==> config.mk <==
export PLATFORM = sky130hd
export DESIGN_NAME = rsq_fifo
export DESIGN_NICKNAME = d
export VERILOG_FILES = /design/src/rtl/rsq_pkg.sv /design/src/rtl/rsq_fifo.sv
export SDC_FILE = /design/constraint.sdc
export NUM_CORES = 1
export LEC_CHECK = 0
export BUFFER_PORTS_ARGS = -buffer_cell sky130_fd_sc_hd__buf_2
export CAP_MARGIN = 20
export CORE_UTILIZATION = 50
export DETAILED_ROUTE_END_ITERATION = 8
export PLACE_DENSITY = 0.77
export SLEW_MARGIN = 20
export SYNTH_ARGS = -nofsm -noshare
export SYNTH_HDL_FRONTEND = slang
export SYNTH_SLANG_ARGS = --single-unit
==> constraint.sdc <==
create_clock -name i_clk -period 5.6 [get_ports i_clk]
set_clock_uncertainty 0.2 [all_clocks]
set_input_delay 0.56 -clock i_clk [delete_from_list [all_inputs] [get_ports i_clk]]
set_output_delay 0.56 -clock i_clk [all_outputs]
set_load 0.005 [all_outputs]
==> src/rtl/rsq_pkg.sv <==
`default_nettype none
package rsq_pkg;

    localparam int MAX_VERTICES = 65536;
    localparam int POS_W = 24;
    localparam int ANG_W = 16;
    localparam int ALPHA_IN_W = 16;
    localparam int CNT_W = 17;
    localparam int IDX_W = 16;
    localparam int FIFO_DEPTH = 2;
    localparam int FIFO_AW = 1;

    localparam logic [3:0] OP_RAD  = 4'd0;
    localparam logic [3:0] OP_SQR  = 4'd1;
    localparam logic [3:0] OP_DIVX = 4'd2;
    localparam logic [3:0] OP_DIVP = 4'd3;
    localparam logic [3:0] OP_CORR = 4'd4;
    localparam logic [3:0] OP_MX2T = 4'd5;
    localparam logic [3:0] OP_MXT  = 4'd6;
    localparam logic [3:0] OP_SFIN = 4'd7;
    localparam logic [3:0] OP_CFIN = 4'd8;
    localparam logic [3:0] OP_QMAP = 4'd9;
    localparam logic [3:0] OP_MWC  = 4'd10;
    localparam logic [3:0] OP_MHS  = 4'd11;
    localparam logic [3:0] OP_MWS  = 4'd12;
    localparam logic [3:0] OP_MHC  = 4'd13;
    localparam logic [3:0] OP_HCST = 4'd14;
    localparam logic [3:0] OP_OFFS = 4'd15;

    typedef struct packed {
        logic [3:0] op;
        logic [3:0] dsel;
    } t_uop;

    typedef struct packed {
        logic [IDX_W-1:0]        base;
        logic [7:0]              alpha;
        logic signed [POS_W-1:0] x;
        logic signed [POS_W-1:0] y;
        logic signed [POS_W-1:0] w;
        logic signed [POS_W-1:0] h;
        logic [1:0]              quad;
        logic [12:0]             rem;
    } t_quad;

endpackage
`default_nettype wire

==> src/rtl/rsq_fifo.sv <==
`default_nettype none
module rsq_fifo (
    input  logic           i_clk,
    input  logic           i_rst_n,
    input  logic           i_push_valid,
    input  rsq_pkg::t_quad i_push_data,
    output logic           o_push_ready,
    output logic           o_pop_valid,
    output rsq_pkg::t_quad o_pop_data,
    input  logic           i_pop_ready
);
    import rsq_pkg::*;

    t_quad              r_mem [FIFO_DEPTH];
    logic [FIFO_AW-1:0] r_wp, r_rp;
    logic [FIFO_AW:0]   r_cnt;
    logic               push, pop;

    assign o_push_ready = (r_cnt != (FIFO_AW+1)'(FIFO_DEPTH));
    assign o_pop_valid = (r_cnt != '0);
    assign o_pop_data = r_mem[r_rp];
    assign push = i_push_valid && o_push_ready;
    assign pop = o_pop_valid && i_pop_ready;

    always_ff @(posedge i_clk) begin
        if (push) begin
            r_mem[r_wp] <= i_push_data;
        end
        if (!i_rst_n) begin
            r_wp <= '0;
            r_rp <= '0;
            r_cnt <= '0;
        end else begin
            if (push) begin
                r_wp <= r_wp + 1'b1;
            end
            if (pop) begin
                r_rp <= r_rp + 1'b1;
            end
            r_cnt <= r_cnt + (FIFO_AW+1)'(push) - (FIFO_AW+1)'(pop);
        end
    end

endmodule
`default_nettype wire

==> impl_metrics.csv <==
group,metric,value,unit
run_status,status,"complete, no violations",
clock_network,cts.sink_count,275,
yosys,synth.distinct_cells,24,
yosys,synthXorXnorAreaFrac,0.08589,%
power,leakagePower,4.806,nW
setup_path,r2r_end,"r_mem[1][25]",
cells_and_area,area_delta_synth_final,24.25,%
grt,antenna_found_initial,1,
timing,max_freq,0.3014,GHz
grt,grt_pass1_wl,27160,um
yosys,synth.largest_area_cell,"edfxtp_1",
cells_and_area,final_cells,1030,
placement,port_buffers,275,
power,combPwrFrac,18.7,%
yosys,synth-compound-area-share,0.5276,%
clock_network,clkSlewWorstSetupHoldPaths,60,ps
setup_path,rr_worst_depth,3,
timing,tns,0,ps
floorplan,rows,51,
yosys,synth.area.top_cells,"edfxtp_1 80%, mux2_2 9.4%, mux2_4 7.4%",
clock_network,cts_root_buffer,"clkbuf_16",
drt,vias_per_cell,5.019,
timing,layout_min_cycle_time,3317,ps
setup_path,worstPathMaxFanout,77,
power,clkPwrFrac,31.5,%
timing,grt_setup_unrepaired,"false",
timing,hold_viol,0,
drt,ant_nets,0,
floorplan,initial_core_util,51.72,%
yosys,yosys_warnings,0,
worst_hold_path,min_path_cells,1,
setup_path,reg2reg_setup_slack,2750,ps
yosys,ys_seq_elements,275,
yosys,ys_seq_area_share,80.49,%
grt,grt_pass1_vias,5242,
power,switching_share,23.74,%
job,cap_violations,0,
power,p_int,0.003995,W
power,p_sw,0.001244,W
drt,dr.pass1.iters,4,
yosys,synth_area,10200,sq um
yosys,synth_top_area_share,79.51,%
yosys,synthCells,449,
timing,setup-violations-final,0,
timing,slew_headroom,35.33,%
worst_hold_path,hold_class,"in2reg",
drt,drt_iter0_drc,214,
placement,gp_congestion,0.7382,
placement,numPlacedInstances,978,
drt,wire_per_inst,18.29,um
setup_path,critPathKind,"reg2out",
floorplan,dieArea,20970,sq um
setup_path,rr_startpoint,"r_cnt[0]",
grt,overflow,0,
clock_network,htreeDepth,1,
floorplan,die_w,144.8,um
cells_and_area,drive_gt1_share,59.22,%
cells_and_area,nets,883,
drt,drt-total-wl,18840,um
yosys,synthAdderAreaFrac,0.1227,%
drt,vias,5170,
drt,drt_drc_violations_left,0,
cells_and_area,diodes,0,
setup_path,worstPathArrival,2560,ps
yosys,avgSynthCellArea,22.71,sq um
yosys,synthMuxAreaShare,16.85,%
power,p_per_area,413.5,nW/um^2
yosys,synth_nets,589,
setup_path,cp.required,4840,ps
power,ir_worst_vdd,0.3158,mV
clock_network,ctsResizeCount,0,
clock_network,cts_setup_buffers,0,
yosys,yosys.area_share.simple,0.7239,%
worst_hold_path,min_to,"r_mem[0][103]",
yosys,synth_top_family_by_area,"multiplexers",
clock_network,clock_path_buffers,3,
setup_path,start_kind,"register",
clock_network,cts_buffers,28,
setup_path,endpoint_kind,"primary output",
grt,grt_max_degree,103,
clock_network,cts_tree,"yes",
timing,tightest_slew,970.1,ps
worst_hold_path,min-delay-start,"i_push_data[103]",
floorplan,dieHeight,144.8,um
placement,hpwl,12700,um
clock_network,holdBufCountCts,0,
timing,fin_crit_sh,59.24,%
grt,grt_usage,17.19,%
clock_network,clk_latency,520,ps
power,seqPwrFrac,49.8,%
timing,slew_violations,0,
floorplan,coreArea,19720,sq um
floorplan,io_pins,276,
-- power groups by stage --
stage               combinational, W  clock (W)  sequential (W)
global route                 0.00106    0.00177         0.00263
detailed placement          0.000987          0         0.00266
global placement            0.000965          0         0.00264
CTS                         0.000993    0.00169         0.00261
finish                      0.000978    0.00165         0.00261
floorplan                   0.000650          0         0.00261
-- worst max-delay path by stage --
stage	startpoint	cells past startpoint	end
global placement	i_push_valid	3	r_mem[1][129]
floorplan	r_cnt[0]	2	r_mem[1][0]
finish	register	3	o_pop_data[62]
detailed placement	i_push_valid	3	r_mem[1][129]
global route	register	3	o_pop_data[35]
CTS	register	3	o_pop_data[62]
-- critical path, cell delays in order, from the launching register on --
cell,delay (ps)
dfxtp_4,900
buf_12,500
mux2_2,400
buf_2,130
-- per-layer routing --
| layer | up-vias | wire [um] | track usage (%) |
|---|---|---|---|
| li1 | 2381 | - | - |
| met1 | 2540 | 7308 | 19.79 |
| met2 | 216 | 9409 | 30.24 |
| met3 | 31 | 1781 | 6.318 |
| met4 | 2 | 332 | 4.377 |
| met5 | - | 10 | 0 |
-- cells by family (layout without fill, tap and decap cells) --
family / after synthesis / after routing
AND/OR/NAND/NOR: 13 / 13
buffers and inverters: 16 / 332
AO/OA/AOI/OAI: 7 / 7
multiplexers: 136 / 136
flip-flops: 275 / 275
XOR/XNOR: 1 / 1
adder cells (fa/ha/maj): 1 / 1
-- state kept, by name, summed over array words and instances, names as in the netlist, named ones only --
signal	count
r_mem	270
r_rp	1
r_cnt	2
r_wp	1
-- placed cells by master, fill, tap and decap left out, drive strengths merged, types with 2 or more instances in the layout --
cell    netlist  routed
nor2          2       2
a21bo         2       2
edfxtp      270     270
and2          3       3
inv           1       2
clkinv        0      12
nand2b        2       2
clkbuf        0      38
buf          15     279
mux2        135     135
o21ai         2       2
dfxtp         5       5
-- area by class of cell --
class | count | area [sq um]
inverters | 1 | 8.758
well taps | 265 | 331.6
clock buffers | 38 | 759.5
fillers | 1381 | 7048
multi-input cells | 158 | 1872
clock inverters | 14 | 67.56
flip-flops and latches | 275 | 8212
repair buffers | 279 | 1419
-- per-stage QoR --
step | util (%) | hold WS, ps | setup WS [ps] | area, sq um | total power, W
after floorplan | - | 328.5 | 1119 | 10200 | 0.003257
after global placement | 60.06 | 370.2 | 2789 | 11840 | 0.003601
after detailed placement | 60.06 | 393.9 | 2705 | 11840 | 0.003643
after CTS | 64.26 | 1.506 | 2268 | 12670 | 0.005298
after global routing | 64.26 | 4.425 | 2158 | 12670 | 0.005460
final | 64.26 | 28.98 | 2283 | 12670 | 0.005238
-- synth_stat cells --
master	instances
or2_2	1
a21bo_2	2
a32oi_1	1
nand3_1	1
xnor2_1	1
mux2i_1	1
o21ai_0	2
mux2_4	50
mux2_2	85
nor2b_1	1
dfxtp_1	5
inv_1	1
nand3b_1	1
buf_6	7
nand2b_1	2
nor2_1	2
nand2_1	1
buf_2	8
and3_1	1
and2_1	3
ha_1	1
a211oi_1	1
a21boi_0	1
edfxtp_1	270
(Power assumes the default switching activity.)
