--- src/rtl/rsq_pkg.sv ---
`default_nettype none
package rsq_pkg;

    localparam int MAX_VERTICES = 65536;
    localparam int POS_W = 24;
    localparam int ANG_W = 16;
    localparam int ALPHA_IN_W = 16;
    localparam int CNT_W = 17;
    localparam int IDX_W = 16;
    localparam int FIFO_DEPTH = 2;
    localparam int FIFO_AW = 1;

    localparam logic [3:0] OP_RAD  = 4'd0;
    localparam logic [3:0] OP_SQR  = 4'd1;
    localparam logic [3:0] OP_DIVX = 4'd2;
    localparam logic [3:0] OP_DIVP = 4'd3;
    localparam logic [3:0] OP_CORR = 4'd4;
    localparam logic [3:0] OP_MX2T = 4'd5;
    localparam logic [3:0] OP_MXT  = 4'd6;
    localparam logic [3:0] OP_SFIN = 4'd7;
    localparam logic [3:0] OP_CFIN = 4'd8;
    localparam logic [3:0] OP_QMAP = 4'd9;
    localparam logic [3:0] OP_MWC  = 4'd10;
    localparam logic [3:0] OP_MHS  = 4'd11;
    localparam logic [3:0] OP_MWS  = 4'd12;
    localparam logic [3:0] OP_MHC  = 4'd13;
    localparam logic [3:0] OP_HCST = 4'd14;
    localparam logic [3:0] OP_OFFS = 4'd15;

    typedef struct packed {
        logic [3:0] op;
        logic [3:0] dsel;
    } t_uop;

    typedef struct packed {
        logic [IDX_W-1:0]        base;
        logic [7:0]              alpha;
        logic signed [POS_W-1:0] x;
        logic signed [POS_W-1:0] y;
        logic signed [POS_W-1:0] w;
        logic signed [POS_W-1:0] h;
        logic [1:0]              quad;
        logic [12:0]             rem;
    } t_quad;

endpackage
`default_nettype wire

--- src/rtl/rsq_if.sv ---
`default_nettype none
interface rsq_quad_if;
    import rsq_pkg::*;
    logic                    valid;
    logic                    ready;
    logic                    start_batch;
    logic signed [POS_W-1:0] left_x;
    logic signed [POS_W-1:0] top_y;
    logic signed [POS_W-1:0] rect_width;
    logic signed [POS_W-1:0] rect_height;
    logic signed [ANG_W-1:0] angle_deg;
    logic signed [ALPHA_IN_W-1:0] alpha_raw;
    modport source(output valid, start_batch, left_x, top_y, rect_width, rect_height,
                   angle_deg, alpha_raw, input ready);
    modport sink(input valid, start_batch, left_x, top_y, rect_width, rect_height,
                 angle_deg, alpha_raw, output ready);
endinterface

`default_nettype wire

--- src/rtl/rsq_front.sv ---
`default_nettype none
module rsq_front (
    input  logic          i_clk,
    input  logic          i_rst_n,
    rsq_quad_if.sink      i_quad,
    output logic          o_push_valid,
    output rsq_pkg::t_quad o_push_data,
    input  logic          i_push_ready
);
    import rsq_pkg::*;

    logic [CNT_W-1:0] r_cnt, n_cnt, eff;
    logic             accept, keep;
    logic signed [ALPHA_IN_W-1:0] alpha_s;
    logic [7:0]       alpha8;
    logic [17:0]      a0;
    logic [14:0]      a1;
    logic [1:0]       quad;
    logic [12:0]      rem;

    assign i_quad.ready = i_push_ready;
    assign accept = i_quad.valid && i_push_ready;

    always_comb begin
        eff = i_quad.start_batch ? '0 : r_cnt;
        alpha_s = i_quad.alpha_raw;
        if (alpha_s > 16'sd255) begin
            alpha8 = 8'd255;
        end else begin
            alpha8 = alpha_s[7:0];
        end
        keep = (alpha_s > 16'sd0) &&
               (({1'b0, eff} + 18'd4) <= 18'(MAX_VERTICES));

        a0 = 18'($signed({{2{i_quad.angle_deg[ANG_W-1]}}, i_quad.angle_deg})) + 18'd46080;
        if (a0 >= 18'd69120) begin
            a1 = 15'(a0 - 18'd69120);
        end else if (a0 >= 18'd46080) begin
            a1 = 15'(a0 - 18'd46080);
        end else if (a0 >= 18'd23040) begin
            a1 = 15'(a0 - 18'd23040);
        end else begin
            a1 = 15'(a0);
        end
        if (a1 >= 15'd17280) begin
            quad = 2'd3;
            rem = 13'(a1 - 15'd17280);
        end else if (a1 >= 15'd11520) begin
            quad = 2'd2;
            rem = 13'(a1 - 15'd11520);
        end else if (a1 >= 15'd5760) begin
            quad = 2'd1;
            rem = 13'(a1 - 15'd5760);
        end else begin
            quad = 2'd0;
            rem = 13'(a1);
        end

        n_cnt = r_cnt;
        if (accept) begin
            n_cnt = keep ? CNT_W'(eff + CNT_W'(4)) : eff;
        end
    end

    always_ff @(posedge i_clk) begin
        if (!i_rst_n) begin
            r_cnt <= '0;
        end else begin
            r_cnt <= n_cnt;
        end
    end

    assign o_push_valid = accept && keep;
    assign o_push_data.base = eff[IDX_W-1:0];
    assign o_push_data.alpha = alpha8;
    assign o_push_data.x = i_quad.left_x;
    assign o_push_data.y = i_quad.top_y;
    assign o_push_data.w = i_quad.rect_width;
    assign o_push_data.h = i_quad.rect_height;
    assign o_push_data.quad = quad;
    assign o_push_data.rem = rem;

endmodule
`default_nettype wire

--- src/flat_wrapper.sv ---
// flat-port wrapper written by rule: the top's interface ports become plain ports
module rsq_front_flat import rsq_pkg::*;
  (i_clk, i_rst_n, o_push_valid, o_push_data, i_push_ready, i_quad_valid, i_quad_start_batch, i_quad_left_x, i_quad_top_y, i_quad_rect_width, i_quad_rect_height, i_quad_angle_deg, i_quad_alpha_raw, i_quad_ready);
  rsq_quad_if i_quad_i ();
  input  logic i_clk;
  input  logic i_rst_n;
  output logic o_push_valid;
  output rsq_pkg::t_quad o_push_data;
  input  logic i_push_ready;
  input wire logic [$bits(i_quad_i.valid)-1:0] i_quad_valid;
  input wire logic [$bits(i_quad_i.start_batch)-1:0] i_quad_start_batch;
  input wire logic [$bits(i_quad_i.left_x)-1:0] i_quad_left_x;
  input wire logic [$bits(i_quad_i.top_y)-1:0] i_quad_top_y;
  input wire logic [$bits(i_quad_i.rect_width)-1:0] i_quad_rect_width;
  input wire logic [$bits(i_quad_i.rect_height)-1:0] i_quad_rect_height;
  input wire logic [$bits(i_quad_i.angle_deg)-1:0] i_quad_angle_deg;
  input wire logic [$bits(i_quad_i.alpha_raw)-1:0] i_quad_alpha_raw;
  output wire logic [$bits(i_quad_i.ready)-1:0] i_quad_ready;
  assign i_quad_i.valid = i_quad_valid;
  assign i_quad_i.start_batch = i_quad_start_batch;
  assign i_quad_i.left_x = i_quad_left_x;
  assign i_quad_i.top_y = i_quad_top_y;
  assign i_quad_i.rect_width = i_quad_rect_width;
  assign i_quad_i.rect_height = i_quad_rect_height;
  assign i_quad_i.angle_deg = i_quad_angle_deg;
  assign i_quad_i.alpha_raw = i_quad_alpha_raw;
  assign i_quad_ready = i_quad_i.ready;
  rsq_front u_core (.i_clk(i_clk), .i_rst_n(i_rst_n), .i_quad(i_quad_i), .o_push_valid(o_push_valid), .o_push_data(o_push_data), .i_push_ready(i_push_ready));
endmodule
--- config.mk ---
export PLATFORM = sky130hd
export DESIGN_NAME = rsq_front_flat
export DESIGN_NICKNAME = d
export VERILOG_FILES = /design/src/rtl/rsq_pkg.sv /design/src/rtl/rsq_if.sv /design/src/rtl/rsq_front.sv /design/src/flat_wrapper.sv
export SDC_FILE = /design/constraint.sdc
export NUM_CORES = 1
export LEC_CHECK = 0
export ABC_CLOCK_PERIOD_IN_PS = 8100
export BUFFER_PORTS_ARGS = -buffer_cell sky130_fd_sc_hd__buf_2
export CAP_MARGIN = 20
export CORE_AREA = 2 2 106 108
export CTS_BUF_LIST = sky130_fd_sc_hd__clkbuf_4
export CTS_CLUSTER_SIZE = 12
export DETAILED_ROUTE_END_ITERATION = 8
export DIE_AREA = 0 0 108 110
export GPL_ROUTABILITY_DRIVEN = 0
export HOLD_SLACK_MARGIN = 0.05
export MAX_ROUTING_LAYER = met4
export PLACE_DENSITY_LB_ADDON = 0.08
export SYNTH_ARGS = -nofsm -noshare
export SYNTH_HDL_FRONTEND = slang
export SYNTH_SLANG_ARGS = --single-unit
--- constraint.sdc ---
create_clock -name i_clk -period 8.1 [get_ports i_clk]
set_input_delay 0.81 -clock i_clk [delete_from_list [all_inputs] [get_ports i_clk]]
set_output_delay 0.81 -clock i_clk [all_outputs]
set_load 0.005 [all_outputs]
==> flow_summary.ini, run 1 <==
[run_status]
outcome = finished, final reports clean

[floorplan]
die_y_um = 110
die_w_um = 108
die-area_um2 = 11900
std_cell_rows = 38
start_util = 0.328
core_um2 = 10700
io_pins = 270

[timing]
fmax_mhz = 179
slew_violations = 0
finalClockSkew_ns = 0.00672
hold_viol_final = 0
slew_headroom = 0.490
min_period_over_period = 0.692
tightest_slew_ns = 0.759
setup_viol = 0
finalSetupTns_ns = 0
min_period_ns = 5.60
rsz0062_at_grt = no

[setup_path]
worstPathMaxFanout = 15
crit_family = compound AO/OA/AOI/OAI gates
worstPathCellList = buf_2 -> inv_1 -> ha_1 -> nor4b_1 -> nand4b_1 -> and3_1 -> or3_1 -> a41oi_4 -> xor2_4 -> o32a_2 -> a21o_1 -> a2111oi_0 -> a211oi_1 -> buf_2
path_common_cell = buf_2
path_class = input port to primary output
critPathCaptureType = primary output
crit_required_ns = 7.29
path_buf_inv = 3
crit_path_max_incr_delay_ns = 0.47
cp-start-kind = input port
slowest_stage = ha_1
reg2reg_depth = 14
cp.depth = 14
cp_data_arrival_time_ns = 4.79

[finish]
final_nets = 596
nFillCells = 1178
areaGrowthSynthToFinish_pct = -7.32
drive_above_1_share = 0.248
finish.utilization = 0.304
antennaDiodeCount = 0
largest_register_ffs = 17
regMostFlops = u_core.r_cnt
top_regs = u_core.r_cnt: 17 flops

[logic_synthesis]
synthAdderAreaFrac = 0.0535
synth_area_leader_cell = buf_4
synth_edf_count = 0
ys_async_sr_fraction = 0
synth_top_family_by_area = simple AND/OR/NAND/NOR gates
synth.ff_latch_count = 17
synth.avg_cell_area_um2 = 7.20
ys_types = 75
synth-xor-area-share = 0.0453
synth_compound_area_frac = 0.259
synth_area_um2 = 3510
ys_top_cells_by_area = buf_4 (22%), dfxtp_1 (9.7%), ha_1 (5.4%)
yosys_warnings = 0
yosysSeqAreaShare = 0.0971
synth_top_area_share = 0.223
synthCells = 487
syn-num-nets = 635
synthMuxAreaShare = 0.00571
synth_simple_gate_area_frac = 0.276
synth_ff_type = dfxtp_1

[global_routing]
grt_pass1_wl_um = 15900
grt_max_degree = 39
antenna_found_initial = 0
grt_util_all_layers = 0.169
overflow = 0
first_global_vias = 3052

[cts]
cts_buffers = 3
post_cts_buffers = 0
clock-root-buffer = clkbuf_4
holdBufCountCts = 0
path_clk_slew_ns = 0.11
htreeDepth = 1
cts_tree = yes
cts_sinks = 17
cts_resized = 0
clock_latency_ns = 0.30
clockBufferDepth = 2

[detailed_routing]
num_vias = 3321
ant_nets = 0
drtPass1Iterations = 8
drc_errors = 0
drt_iter0_drc = 197
wl_per_cell_um = 17.2
via_per_inst = 5.66
routed_wl_um = 10100

[worst_hold_path]
hold_depth = 2
hold_class = flip-flop to flip-flop

[power]
power_leakage_nw = 1.31
ir_worst_vdd_v = 0.0000406
total_power_uw = 348
p_per_area_nw_per_um2 = 107

[placement]
io_buffers = 77
hpwl_um = 7960

[flow_run]
cap_violations = 0
[path summary, 6_finish.rpt]
kind / from / slack, ns / end
max: i_quad_angle_deg[10] / 2.50 / o_push_data[8]
min: u_core.r_cnt[12]$_SDFFE_PN0P_ / 0.49 / u_core.r_cnt[12]$_SDFFE_PN0P_
max reg2reg: u_core.r_cnt[2]$_SDFFE_PN0P_ / 4.21 / u_core.r_cnt[8]$_SDFFE_PN0P_
min reg2reg: u_core.r_cnt[12]$_SDFFE_PN0P_ / 0.49 / u_core.r_cnt[12]$_SDFFE_PN0P_
[cell usage after synthesis (2+ instances only)]
cell,instances
nor3_1,16
or3_1,7
nand4b_1,2
o31a_1,2
dfxtp_1,17
nor4b_1,2
nor2b_1,13
xor2_1,6
nand2b_1,4
a211oi_1,3
o21a_1,7
inv_1,14
nor4_1,8
mux2i_1,2
nor3b_1,3
a21boi_0,9
o32ai_1,3
nand3_1,13
o41ai_1,2
ha_1,15
a21oi_1,21
o211a_1,2
o311ai_0,2
buf_2,5
a31oi_1,9
o21ai_0,27
clkbuf_1,14
nor2_1,26
a41oi_1,3
or2_2,10
o211ai_1,3
a21o_1,4
o22ai_1,4
buf_4,104
and2_1,6
and3_1,6
nand4_1,7
o21ai_1,2
nand3b_1,3
o31ai_1,3
xnor2_1,9
or4_1,2
or3_4,2
nand2_1,34
[per-stage QoR]
step | setup WS, ns | hold slack (ns) | area [um^2] | instances
2_1_floorplan | 3.20 | 0.450 | 3510 | 487
3_3_place_gp | 2.66 | 0.483 | 3220 | 583
3_5_place_dp | 2.58 | 0.479 | 3220 | 583
4_1_cts | 2.56 | 0.496 | 3250 | 587
5_1_grt | 2.28 | 0.516 | 3250 | 587
6_report | 2.50 | 0.495 | 3250 | 587
[tightest hold or removal path: cells and delay by family (launching register included)]
family | cells | cell delay [ns]
compound gates | 1 | 0.06
simple gates | 1 | 0.06
flops | 1 | 0.33
[final cells by class]
cell class / instances / area [um^2] / share of cell area
Timing Repair Buffer: 80 / 408 / 0.126
Tap cell: 140 / 175 / 0.0539
Inverter: 14 / 52.6 / 0.0162
Clock buffer: 4 / 30.0 / 0.00924
Sequential cell: 17 / 340 / 0.105
Multi-Input combinational cell: 332 / 2240 / 0.690
[cells in the final DEF (no fill, tap or decap), types with 3 or more instances in the layout]
cell type and count:
nand2b_1 4, nand4_1 7, o21a_1 7, a41oi_1 3
nand3b_1 3, nand3_1 13, o22ai_1 4, nor3_1 16
a211oi_1 3, and2_1 6, a31oi_1 9, a21oi_1 21
nor4_1 8, buf_4 3, o211ai_1 3, nor2b_1 13
o31ai_1 3, a21boi_0 9, nand2_1 34, nor3b_1 3
o32ai_1 3, inv_1 14, nor2_1 26, xor2_1 6
xnor2_1 9, o21ai_0 27, clkbuf_4 4, or3_1 7
dfxtp_1 17, and3_1 6, or2_2 10, buf_2 77
ha_1 15, a21o_1 4
[per-layer routing]
metal,wire [um],vias to the layer above,global-route usage
met5,0,-,-
met4,608,0,0.0916
met3,655,70,0.0270
met2,4290,138,0.248
met1,4550,1530,0.224
li1,-,1583,-
[power breakdown]
part	switching, mW	internal (mW)
clock	0.0313	0.0226
sequential	0.000854	0.0842
combinational	0.126	0.0828
[cell families after synthesis]
group | Yosys count
compound gates | 126
xor+xnor | 16
fa+ha+maj | 15
buf+inv | 138
flops | 17
mux | 2
simple gates | 173
No activity file was read; power rests on OpenSTA's default activity.
==> run 2: changes to the inputs <==
ABC_CLOCK_PERIOD_IN_PS = 4900   (was 8100)
CORE_AREA = 2 2 105 107   (was 2 2 106 108)
DIE_AREA = 0 0 107 109   (was 0 0 108 110)
clock period = 4.9 ns   (was 8.1 ns; I/O delays follow)
==> flow_summary.ini, run 2 (synthesis results as in run 1) <==
[setup_path]
crit_required_ns = 4.41
cp-start-kind = input port
critPathCaptureType = primary output
slowest_stage = o41ai_2
cp_data_arrival_time_ns = 4.06
worstPathCellList = buf_2 -> inv_1 -> ha_1 -> nor3b_1 -> buf_4 -> nand2_1 -> nor4_4 -> nor4_1 -> o41ai_2 -> xnor2_1 -> nand2_1 -> or3_4 -> a22o_1 -> a311oi_1 -> buf_2
path_class = input port to primary output
crit_path_max_incr_delay_ns = 0.51
worstPathMaxFanout = 7

[cts]
cts_resized = 0
holdBufCountCts = 0
cts_buffers = 3
path_clk_slew_ns = 0.12
cts_tree = yes
clock-root-buffer = clkbuf_4
post_cts_buffers = 0
htreeDepth = 1
clock_latency_ns = 0.30
cts_sinks = 17
clockBufferDepth = 2

[floorplan]
die_w_um = 107
io_pins = 270
start_util = 0.331
die-area_um2 = 11700
std_cell_rows = 38
core_um2 = 10600
die_y_um = 109

[detailed_routing]
drt_iter0_drc = 197
num_vias = 3350
ant_nets = 0
drc_errors = 0
routed_wl_um = 10200
wl_per_cell_um = 17.0
via_per_inst = 5.61
drtPass1Iterations = 6

[timing]
slew_headroom = 0.444
tightest_slew_ns = 0.828
slew_violations = 0
rsz0062_at_grt = no
finalSetupTns_ns = 0
finalClockSkew_ns = 0.00639
fmax_mhz = 220
setup_viol = 0
whs_ns = 0.489
min_period_over_period = 0.929
hold_viol_final = 0
min_period_ns = 4.55

[flow_run]
cap_violations = 0

[finish]
finish.utilization = 0.313
largest_register_ffs = 17
drive_above_1_share = 0.265
final_nets = 606
top_regs = u_core.r_cnt: 17 flops
final_cell_mix = buf_2 (77), nand2_1 (34), o21ai_0 (27)
regMostFlops = u_core.r_cnt
areaGrowthSynthToFinish_pct = -5.25
antennaDiodeCount = 0
layout_commonest_cell = buf_2
layoutNonFillerInstCount = 597

[placement]
hpwl_um = 8100
dp_cells = 593
io_buffers = 77

[global_routing]
antenna_found_initial = 0
grt_util_all_layers = 0.172
overflow = 0
first_global_vias = 3048
grt_max_degree = 27
grt_pass1_wl_um = 15900

[worst_hold_path]
hold_class = flip-flop to flip-flop

[power]
p_per_area_nw_per_um2 = 175
ir_worst_vdd_v = 0.000101
power_leakage_nw = 1.36
total_power_uw = 581

[run_status]
outcome = finished, final reports clean
==> run 2: cell count changes in the layout (fill, tap and decap cells not counted), sizes merged <==
cell	change
clkbuf	-1
buf	+10
clkinv	+1
==> run 2: area by class of cell <==
| type | count | area (um^2) |
|---|---|---|
| timing repair buffer | 90 | 483 |
| fill | 1185 | 7280 |
| sequential | 17 | 340 |
| clock inverter | 1 | 5.00 |
| inverter | 14 | 52.6 |
| tap | 140 | 175 |
| clock buffer | 3 | 22.5 |
| multi-input combinational | 332 | 2240 |
==> run 2: final timing paths <==
kind              cells after the start                       endpoint                           from  slack [ns]
hold reg to reg                       2  u_core.r_cnt[12]$_SDFFE_PN0P_  u_core.r_cnt[12]$_SDFFE_PN0P_        0.49
setup reg to reg                     14   u_core.r_cnt[2]$_SDFFE_PN0P_   u_core.r_cnt[2]$_SDFFE_PN0P_        1.29
setup / recovery                     15                o_push_data[11]            i_quad_angle_deg[8]        0.35
hold / removal                        2  u_core.r_cnt[12]$_SDFFE_PN0P_  u_core.r_cnt[12]$_SDFFE_PN0P_        0.49
==> run 2: power breakdown <==
part	total, mW	switching, mW	internal [mW]
clock network	0.0809	0.0505	0.0304
registers	0.141	0.00139	0.139
logic	0.360	0.212	0.148
total	0.581	0.264	0.317
==> run 2: critical path: cells and delay by family <==
family                   cells  cell delay, ns
XOR/XNOR                     1            0.31
AO/OA/AOI/OAI                3            0.98
adder cells (fa/ha/maj)      1            0.18
buffers and inverters        4            0.64
AND/OR/NAND/NOR              6            1.47
==> run 2: per-layer routing <==
metal  wire, um  GRT usage  part of all wire  vias to the layer above
li1           -          -                 -                     1595
met1       4590      0.228              0.45                     1526
met2       4410      0.247              0.43                      169
met3        686     0.0353             0.067                       60
met4        494     0.0863             0.049                        0
met5          0          -                 0                        -
==> run 2: stage by stage <==
step	cell area, um^2	worst slack [ns]
CTS	3320	0.288
global placement	3290	0.305
floorplan	3510	0.642
detailed placement	3290	0.296
finish	3320	0.349
global route	3320	0.0211
==> run 3: changes to the inputs <==
ABC_CLOCK_PERIOD_IN_PS = 5350   (was 4900)
CORE_AREA = 2 2 106 108   (was 2 2 105 107)
DIE_AREA = 0 0 108 110   (was 0 0 107 109)
clock period = 5.35 ns   (was 4.9 ns; I/O delays follow)
==> flow_summary.ini, run 3 (synthesis results as in run 1) <==
[finish]
top_regs = u_core.r_cnt: 17 flops
final_cell_mix = buf_2 (77), nand2_1 (34), o21ai_0 (27)
final_nets = 599
regMostFlops = u_core.r_cnt
antennaDiodeCount = 0
areaGrowthSynthToFinish_pct = -6.75
nFillCells = 1186
layout_commonest_cell = buf_2
largest_register_ffs = 17
drive_above_1_share = 0.253
layoutNonFillerInstCount = 590

[detailed_routing]
ant_nets = 0
routed_wl_um = 10300
drtPass1Iterations = 5
drc_errors = 0
wl_per_cell_um = 17.5
via_per_inst = 5.69
num_vias = 3358
drt_iter0_drc = 200

[cts]
post_cts_buffers = 0
cts_buffers = 3
cts_resized = 0
cts_sinks = 17
holdBufCountCts = 0
clockBufferDepth = 2
clock_latency_ns = 0.31
clock-root-buffer = clkbuf_4
htreeDepth = 1
path_clk_slew_ns = 0.13
cts_tree = yes

[global_routing]
grtUsageMet1 = 0.224
grt_util_all_layers = 0.172
grt_pass1_wl_um = 16000
antenna_found_initial = 0
first_global_vias = 3092
gr-usage-met3 = 0.0270
overflow = 0
grt_max_degree = 29
met2_usage = 0.252
grt_busiest_layer = met2

[timing]
setup_viol = 0
tightest_slew_ns = 0.742
fin_ws_ns = 0.323
rsz0062_at_grt = no
slew_headroom = 0.502
slew_violations = 0
fmax_mhz = 199
finalSetupTns_ns = 0
min_period_over_period = 0.940
min_period_ns = 5.03
finalClockSkew_ns = 0.0103
hold_viol_final = 0

[placement]
dp_slack_ns = 0.364
hpwl_um = 8140
io_buffers = 77
dp_cells = 586

[power]
p_per_area_nw_per_um2 = 162
total_power_uw = 530
ir_worst_vdd_v = 0.0000730
power_leakage_nw = 1.32

[floorplan]
die-area_um2 = 11900
start_util = 0.328
core_um2 = 10700
std_cell_rows = 38
io_pins = 270
die_y_um = 110
die_w_um = 108

[worst_hold_path]
hp-start = u_core.r_cnt[12]$_SDFFE_PN0P_
hold_class = flip-flop to flip-flop

[setup_path]
path_common_cell = buf_2
crit_start = i_quad_angle_deg[10]
crit_required_ns = 4.82
critPathCaptureType = primary output
worstPathMaxFanout = 15
cp_data_arrival_time_ns = 4.49
r2r-start = u_core.r_cnt[2]$_SDFFE_PN0P_
path_class = input port to primary output
slowest_stage = a2111oi_0
crit_path_max_incr_delay_ns = 0.50
cp-start-kind = input port
worstPathCellList = buf_2 -> inv_1 -> ha_1 -> nor4b_1 -> nand4b_1 -> and3_1 -> or3_1 -> a41oi_4 -> xor2_4 -> o32a_2 -> a21o_1 -> a2111oi_0 -> a211oi_1 -> buf_2

[run_status]
outcome = finished, final reports clean

[flow_run]
cap_violations = 0
-- run 3: cell count changes in the layout (fill, tap and decap cells not counted) --
cell   previous run  this run
buf_4            13         6
-- run 3: metrics by stage --
stage / util / hold WS [ns] / area (um^2)
finish: 0.306 / 0.492 / 3270
global route: 0.306 / 0.531 / 3270
CTS: 0.306 / 0.495 / 3270
detailed placement: 0.303 / 0.476 / 3240
global placement: 0.303 / 0.467 / 3240
floorplan: - / 0.450 / 3510
-- run 3: layout make-up --
type	instances	area, um^2	share of cell area
Timing Repair Buffer	83	430	0.132
Multi-Input combinational cell	332	2240	0.686
Inverter	14	52.6	0.0161
Clock inverter	1	5.00	0.00153
Sequential cell	17	340	0.104
Clock buffer	3	22.5	0.00689
Tap cell	140	175	0.0536
-- run 3: worst max-delay path: cells and delay by family --
kind	cells	cell delay [ns]
buffers and inverters	3	0.54
AO/OA/AOI/OAI	5	1.60
AND/OR/NAND/NOR	4	1.16
adder cells (fa/ha/maj)	1	0.49
XOR/XNOR	1	0.15
-- run 3: layer usage --
metal	up-vias	wire, um
li1	1579	-
met2	121	4480
met3	70	607
met4	0	614
met1	1588	4630
met5	-	0
-- run 3: final timing paths --
path,cells after the start,slack [ns],endpoint
min,2,0.49,u_core.r_cnt[12]$_SDFFE_PN0P_
max reg2reg,13,1.44,u_core.r_cnt[16]$_SDFFE_PN0P_
max,14,0.32,o_push_data[8]
min reg2reg,2,0.49,u_core.r_cnt[12]$_SDFFE_PN0P_
-- run 3: power breakdown --
part	internal, mW	switching, mW
logic	0.129	0.192
registers	0.127	0.00149
clock network	0.0279	0.0520
